[config.mk]
export PLATFORM = sky130hd
export DESIGN_NAME = bhso_div
export DESIGN_NICKNAME = d
export VERILOG_FILES = /design/src/hdl/bhso_pkg.sv /design/src/hdl/bhso_div.sv
export SDC_FILE = /design/constraint.sdc
export NUM_CORES = 1
export LEC_CHECK = 0
export BUFFER_PORTS_ARGS = -buffer_cell sky130_fd_sc_hd__buf_2
export CAP_MARGIN = 10
export CORE_ASPECT_RATIO = 0.5
export CORE_MARGIN = 1
export CORE_UTILIZATION = 43
export CTS_BUF_LIST = sky130_fd_sc_hd__clkbuf_4
export DETAILED_ROUTE_END_ITERATION = 10
export GPL_TIMING_DRIVEN = 0
export PLACE_DENSITY = 0.7
export SLEW_MARGIN = 30
export SYNTH_ARGS = -nofsm -noshare
export SYNTH_HDL_FRONTEND = slang
export SYNTH_SLANG_ARGS = --single-unit
export TNS_END_PERCENT = 10
[constraint.sdc]
create_clock -name clk -period 3.1 [get_ports clk]
set_clock_uncertainty 0.15 [all_clocks]
set_input_delay 0 -clock clk [delete_from_list [all_inputs] [get_ports clk]]
set_output_delay 0 -clock clk [all_outputs]
set_load 0.02 [all_outputs]
[src/hdl/bhso_pkg.sv]
`default_nettype none
package bhso_pkg;

    // Default sine table size (power of two)
    localparam int TABLE_ENTRIES_DEF = 1024;

    // Field widths
    localparam int STEP_W     = 31;
    localparam int NH_W       = 14;
    localparam int SAMPLE_W   = 24;
    localparam int LEAK_W     = 16;
    localparam int COEF_W     = 20;
    localparam int ROM_W      = 16;
    localparam int PHASE_W    = 32;
    localparam int INTEG_W    = 32;
    localparam int CFG_IDX_W  = 2;
    localparam int CFG_DATA_W = 20;
    localparam int S_TDATA_W  = 48;
    localparam int M_TDATA_W  = 24;

    // Register reset values
    localparam logic [LEAK_W-1:0]        LEAK_RST  = 16'd65208;
    localparam logic signed [COEF_W-1:0] COEF1_RST = -20'sd55738;
    localparam logic signed [COEF_W-1:0] COEF2_RST = 20'sd19158;
    localparam logic signed [COEF_W-1:0] COEF3_RST = 20'sd154082;

    // pi/2 in Q30 for the table build
    localparam longint unsigned HALFPI_Q30 = 64'd1686629713;

    // Number of sine evaluations per sample, minus one
    localparam logic [2:0] SEL_LAST = 3'd4;

    typedef enum logic [CFG_IDX_W-1:0] {
        CFG_LEAK  = 2'd0,
        CFG_COEF1 = 2'd1,
        CFG_COEF2 = 2'd2,
        CFG_COEF3 = 2'd3
    } cfg_idx_t;

    // Sine evaluation slots
    typedef enum logic [2:0] {
        SEL_FUND  = 3'd0,
        SEL_SECND = 3'd1,
        SEL_DEN   = 3'd2,
        SEL_NUM1  = 3'd3,
        SEL_NUM2  = 3'd4
    } sel_t;

    typedef enum logic [4:0] {
        ST_IDLE,
        ST_PREP1,
        ST_PREP2,
        ST_SRD,
        ST_SMUL,
        ST_SACC,
        ST_QMUL,
        ST_DIV,
        ST_DWAIT,
        ST_CLAMP,
        ST_KICK,
        ST_LEAK,
        ST_INTEG,
        ST_OUT1,
        ST_OUT2,
        ST_OUT3,
        ST_OUTSUM
    } state_t;

    // Two Taylor multiplies by x, each renormalized from Q60 to Q30
    function automatic longint unsigned tay_sq(input longint unsigned t,
                                               input longint unsigned x);
        longint unsigned u;
        u = (t * x) >> 30;
        return (u * x) >> 30;
    endfunction

    // Quarter-wave table entry g, argument g << shamt in Q0.32 of a cycle
    function automatic logic [ROM_W-1:0] rom_quarter(input int g, input int shamt);
        longint unsigned r;
        longint unsigned x;
        longint unsigned term;
        longint s;
        r = longint'(g) << shamt;
        x = (r * HALFPI_Q30) >> 30;
        term = x;
        s = longint'(x);
        term = tay_sq(term, x) / 6;   s = s - longint'(term);
        term = tay_sq(term, x) / 20;  s = s + longint'(term);
        term = tay_sq(term, x) / 42;  s = s - longint'(term);
        term = tay_sq(term, x) / 72;  s = s + longint'(term);
        term = tay_sq(term, x) / 110; s = s - longint'(term);
        term = tay_sq(term, x) / 156; s = s + longint'(term);
        term = tay_sq(term, x) / 210; s = s - longint'(term);
        if (s < 0)
            s = 0;
        if (s > (longint'(1) << 30))
            s = longint'(1) << 30;
        s = (s * 32767 + (longint'(1) << 29)) >>> 30;
        return s[ROM_W-1:0];
    endfunction

endpackage
`default_nettype wire

[src/hdl/bhso_div.sv]
`default_nettype none
module bhso_div
    import bhso_pkg::*;
(
    input  wire logic        clk,
    input  wire logic        rst_n,
    input  wire logic        start,
    input  wire logic [63:0] dividend,
    input  wire logic [31:0] divisor,
    output logic             busy,
    output logic [63:0]      quotient
);

    logic [63:0] work_reg;
    logic [63:0] work_next;
    logic [31:0] rem_reg;
    logic [31:0] rem_next;
    logic [31:0] dsr_reg;
    logic [31:0] dsr_next;
    logic [6:0]  cnt_reg;
    logic [6:0]  cnt_next;
    logic        busy_reg;
    logic        busy_next;
    logic [32:0] shifted;
    logic [33:0] trial;

    // One restoring step per cycle, quotient bits shift in behind the dividend
    always_comb
    begin
        shifted   = {rem_reg, work_reg[63]};
        trial     = {1'b0, shifted} - {2'b00, dsr_reg};
        work_next = work_reg;
        rem_next  = rem_reg;
        dsr_next  = dsr_reg;
        cnt_next  = cnt_reg;
        busy_next = busy_reg;
        if (start)
        begin
            work_next = dividend;
            rem_next  = '0;
            dsr_next  = divisor;
            cnt_next  = 7'd64;
            busy_next = 1'b1;
        end
        else if (busy_reg)
        begin
            if (trial[33])
                rem_next = shifted[31:0];
            else
                rem_next = trial[31:0];
            work_next = {work_reg[62:0], ~trial[33]};
            cnt_next  = cnt_reg - 7'd1;
            if (cnt_reg == 7'd1)
                busy_next = 1'b0;
        end
    end

    always_ff @(posedge clk or negedge rst_n)
    begin
        if (!rst_n)
        begin
            cnt_reg  <= '0;
            busy_reg <= 1'b0;
        end
        else
        begin
            cnt_reg  <= cnt_next;
            busy_reg <= busy_next;
        end
    end

    always_ff @(posedge clk)
    begin
        work_reg <= work_next;
        rem_reg  <= rem_next;
        dsr_reg  <= dsr_next;
    end

    assign busy     = busy_reg;
    assign quotient = work_reg;

endmodule
`default_nettype wire

## Word-level counts from Yosys, hierarchy flattened

Cells that the tools add are included.

- Add/subtract/negate cells: 2
- Multipliers: 0
- Divide/modulo/power cells: 0
- Magnitude comparators: 0
- Eq/ne operators: 1
- Shift-type cells: 0
- Multiplexer cells: 8
- Bitwise operators: 1
- Reductions and logical operators: 1

Operator list:

| kind | number |
|---|---|
| 64-bit two-way mux | 2 |
| 33-bit by 32-bit subtractor with 34-bit output | 1 |
| 32-bit two-way mux | 1 |
| 7-bit two-way mux | 2 |
| 7-bit by 1-bit == test with 1-bit output, second input constant | 1 |
| 7-bit by 1-bit subtractor with 7-bit output, second input constant | 1 |
| 1-bit two-way mux | 3 |
| 2-bit nonzero test | 1 |
| 1-bit NOT | 1 |

- Register bits after elaboration: 136
- Bits in latches: 0
- Memory bits (writable): 0
- ROM bits: 0
- Output and inout bits: 65
- Logic and storage cells: 18
- Memories kept: 0

## Depth between registers and ports, before layout

- Depth in word-level cells: 4
- Mapped depth: 14
- Mapped depth without buffers: 12

## Worst setup path before layout

OpenSTA, ideal clock, no wires.

- Path type: reg-to-reg
- Start point: register work_reg[63], in the netlist quotient[63]
- End point: register work_reg[0], in the netlist quotient[0] (data pin)
- Setup time: 0.260 ns
- Arrival time: 2.615 ns
- Required time: 2.690 ns
- Setup slack: 0.075 ns
- Stages on the path, launching flop included: 13
- Buffers on the path: 2
- Cell sequence: edfxtp_1 inv_1 ha_1 nor2b_4 o2111a_1 a211oi_4 o31ai_4 nand4_2 a21oi_2 or3_1 buf_6 buf_4 mux2_2

- Cells in the longest elaborated chain, start to end: 4

RTL lines:

| element | line | text |
|---|---|---|
| start: declaration | bhso_div.sv:14 | `logic [63:0] work_reg;` |
| start signal: assignment | bhso_div.sv:74 | `work_reg <= work_next;` |
| 33-bit by 32-bit subtractor with 34-bit output | bhso_div.sv:31 | `trial = {1'b0, shifted} - {2'b00, dsr_reg};` |
| 1-bit NOT | bhso_div.sv:51 | `work_next = {work_reg[62:0], ~trial[33]};` |
| 64-bit two-way mux | bhso_div.sv:45 | `else if (busy_reg)` |
| 64-bit two-way mux | bhso_div.sv:37 | `if (start)` |
| named net work_next[0] | bhso_div.sv:15 | `logic [63:0] work_next;` |

The timed path passes the listed nets, and every way through them passes these cells. The select of a mux whose other input is x is not followed.
A chain may end at the register's enable or synchronous reset.

## Worst setup path in the final report

- Start point: register dsr_reg[1]
- End point: register rem_reg[17]

- Cells in the longest elaborated chain, start to end: 2

RTL lines:

| element | line | text |
|---|---|---|
| start: declaration | bhso_div.sv:18 | `logic [31:0] dsr_reg;` |
| start signal: assignment | bhso_div.sv:76 | `dsr_reg <= dsr_next;` |
| 33-bit by 32-bit subtractor with 34-bit output | bhso_div.sv:31 |  |
| 32-bit two-way mux | bhso_div.sv:47 | `if (trial[33])` |
| end signal: assignment | bhso_div.sv:75 | `rem_reg <= rem_next;` |
| end: declaration | bhso_div.sv:16 | `logic [31:0] rem_reg;` |

Every way passes these cells.

==> out/metrics.csv <==
metric;value;unit
CP Max Fanout;4;
initial antenna violation count;1;
Critical Path Slowest Stage Cell;edfxtp_1;
post-DP HPWL;13400;microns
#FFs+latches synth;136;
DRC viols;0;
Sink Count;136;
sequential area share after synthesis;50.4;%
global route overflow;0;
Primary FF master, synth;edfxtp_1;
max-slew violations;0;
Fin. Hold Viols;0;
Area contributors post-synth;edfxtp_1 39%, mux2_2 9.8%, dfxtp_1 8.7%, ha_1 5.8%, nand2_1 3.3%;
syn avg cell area;11.2;sq um
number of max-cap violations;0;
IO Port Bufs;163;
crit end category;flop;
first-pass GRT wire length;32200;microns
H-tree Lvls;4;
max FFs per register;64;
clk root buf;clkbuf_4;
fillcell total;1263;
Ports;164;
crit start category;flop;
worst slew pin tran;681;ps
NumNets Final;1120;
Fin Setup TNS;0;ps
Max Clk Rate;326;MHz
Distinct cells, synth;71;
crit-path cells;inv_1, ha_1, nor2b_4, o2111a_2, a211oi_4, buf_4, a21oi_2, o311ai_4, o21ai_0, xor2_1, mux2i_1, a211oi_1;
Die Span Y;94.7;microns
PwrDens;743;nW/um^2
crit path kind;reg -> reg;
YS warnings;0;
area of the core;16600;sq um
Crit path largest cell delay;420;ps
leakage;0.00454;uW
design area;10700;sq um
placed insts;1048;
Synth area leader;edfxtp_1;
RSZ-0062 raised after global routing;yes;
top cell type's share of synthesized area;39.0;%
reg-to-reg slack, setup;40;ps
CTS Buffer Depth;2;
vias per cell;5.23;
via count;6416;
commonest non-fill, non-tap cell in the layout;buf_2;
placed cell areas;8510;sq um
via count of the first global-routing pass;6285;
Pre-Repair DR Iteration Count;7;
synth-to-layout area growth;44.1;%
final worst path period need;3060;ps
worst skew pair latency;550;ps
Synth Net Count;791;
largest net degree at the start of global routing;39;
commonest non-fill, non-tap cells in the layout;163 x buf_2, 122 x dlygate4sd3_1, 96 x edfxtp_1, 65 x nand2_1, 64 x mux2_2;
Crit path arrival time;3340;ps
FP Rows;33;
Tcrit/Tclk final;98.8;%
number of synthesized flops with an enable pin;96;
status;complete, no violations;
Post-Synthesis Cells;657;
Reg clk slew, reported paths;140;ps
Worst Path Required;3380;ps
non-filler cells, final;1227;
type of the tightest min-delay check;in -> reg;
# setup viols final;0;
CTS tree;done;
Die Area;17700;sq um
Die W;187;microns
worst vdd ir;0.000375;V
initial DRC count;432;
WL/cell;17.0;microns
Post-Syn Area;7390;sq um
GR Util All Layers;23.3;%
tightest hold margin;25.9;ps
async set or reset register ratio after synthesis;5.88;%
post-route antenna net violation count;0;
Routed WL;20900;microns
layout cells sized above 1;36.2;%
CTS buffer count;17;
Initial Util;44.5;%
Worst slew margin;54.6;%
Final Wtd Congestion;0.916;
-- critical path, delay by kind of cell, from the launching register on --
kind	cells	cell delay (ps)
AND/OR/NAND/NOR	1	130
flip-flops	1	420
AO/OA/AOI/OAI	6	1350
XOR/XNOR	1	170
buffers and inverters	2	240
adder cells (fa/ha/maj)	1	220
multiplexers	1	290
-- logic make-up (layout without fill, tap and decap cells) --
logic type | Yosys count | in the layout | share of synthesized area [%]
other | 0 | 1 | 0
muxes | 66 | 66 | 10.0
and+or+nand+nor | 176 | 176 | 11.9
xor gates and xnor gates | 33 | 33 | 3.91
AOI/OAI and AO/OA | 128 | 128 | 13.2
adders and majority gates | 35 | 35 | 6.03
DFF | 136 | 136 | 50.4
buffers and inverters | 83 | 425 | 4.66
-- where the power goes --
part           total, uW  switching [uW]  internal (uW)
clock               1340             764            579
sequential          2650             290           2360
combinational       3920            2090           1840
-- cell type report --
type,count,area [sq um],share of cell area [%]
clock buffer,17,128,1.20
multi-input combinational,438,3660,34.4
tap,227,284,2.67
timing repair buffer,312,2270,21.3
clock inverter,15,190,1.79
antenna,1,2.50,0.0235
sequential,136,3720,35.0
inverter,48,180,1.69
buffer,33,210,1.97
-- Yosys cell counts (4+ instances only) --
cell type and n:
dfrtp_1 8, buf_2 5, and2_1 5, nor3_1 5
a311oi_1 22, nor3b_1 5, a31oi_1 5, nand4_1 4
nand2b_1 5, and3_1 10, inv_1 48, a21oi_1 24
nand3_1 10, o21ai_0 16, nand2_1 65, xnor2_1 21
clkbuf_1 24, a211oi_1 5, o21bai_1 5, nor4_1 4
dfxtp_1 32, nor2_1 41, mux2_2 64, xor2_1 12
a221oi_1 4, edfxtp_1 96, ha_1 34, a21o_1 12
-- per-layer routing --
metal | vias to the layer above | part of all wire [%] | global-route usage (%)
met5 | - | 0 | 0
met4 | 0 | 1.8 | 5.89
met3 | 34 | 5.8 | 5.46
met2 | 201 | 48 | 40.1
met1 | 3094 | 44 | 29.9
li1 | 3087 | - | -
-- stage by stage --
| step | total power [uW] | setup slack, ps | util (%) |
|---|---|---|---|
| 2_1_floorplan | 4910 | 75.5 | - |
| 3_3_place_gp | 5650 | -479 | 51.2 |
| 3_5_place_dp | 5720 | -414 | 51.3 |
| 4_1_cts | 7280 | -16.4 | 61.1 |
| 5_1_grt | 8370 | -62.7 | 64.2 |
| 6_report | 7910 | 36.3 | 64.2 |
-- timing repair --
| action | CTS | global route |
|---|---|---|
| cloned | 0 | 2 |
| hold buffers | 120 | 2 |
| setup buffers | 1 | 23 |
| endpoints found under the setup margin | 29 | 70 |
| pin swaps | 5 | 22 |
| gates resized for setup | 20 | 67 |
| endpoints found under the hold margin | 136 | 2 |
-- path summary, 6_finish.rpt --
| check | from | depth (start not counted) | to |
|---|---|---|---|
| max | dsr_reg[1] | 12 | rem_reg[17] |
| min | divisor[13] | 2 | dsr_reg[13] |
| max reg2reg | dsr_reg[1] | 12 | rem_reg[17] |
| min reg2reg | rem_reg[11] | 2 | rem_reg[12] |
| max in group asynchronous | rst_n | 3 | cnt_reg[0] |
| min in group asynchronous | rst_n | 3 | busy |
No activity file was read; power rests on OpenSTA's default activity.
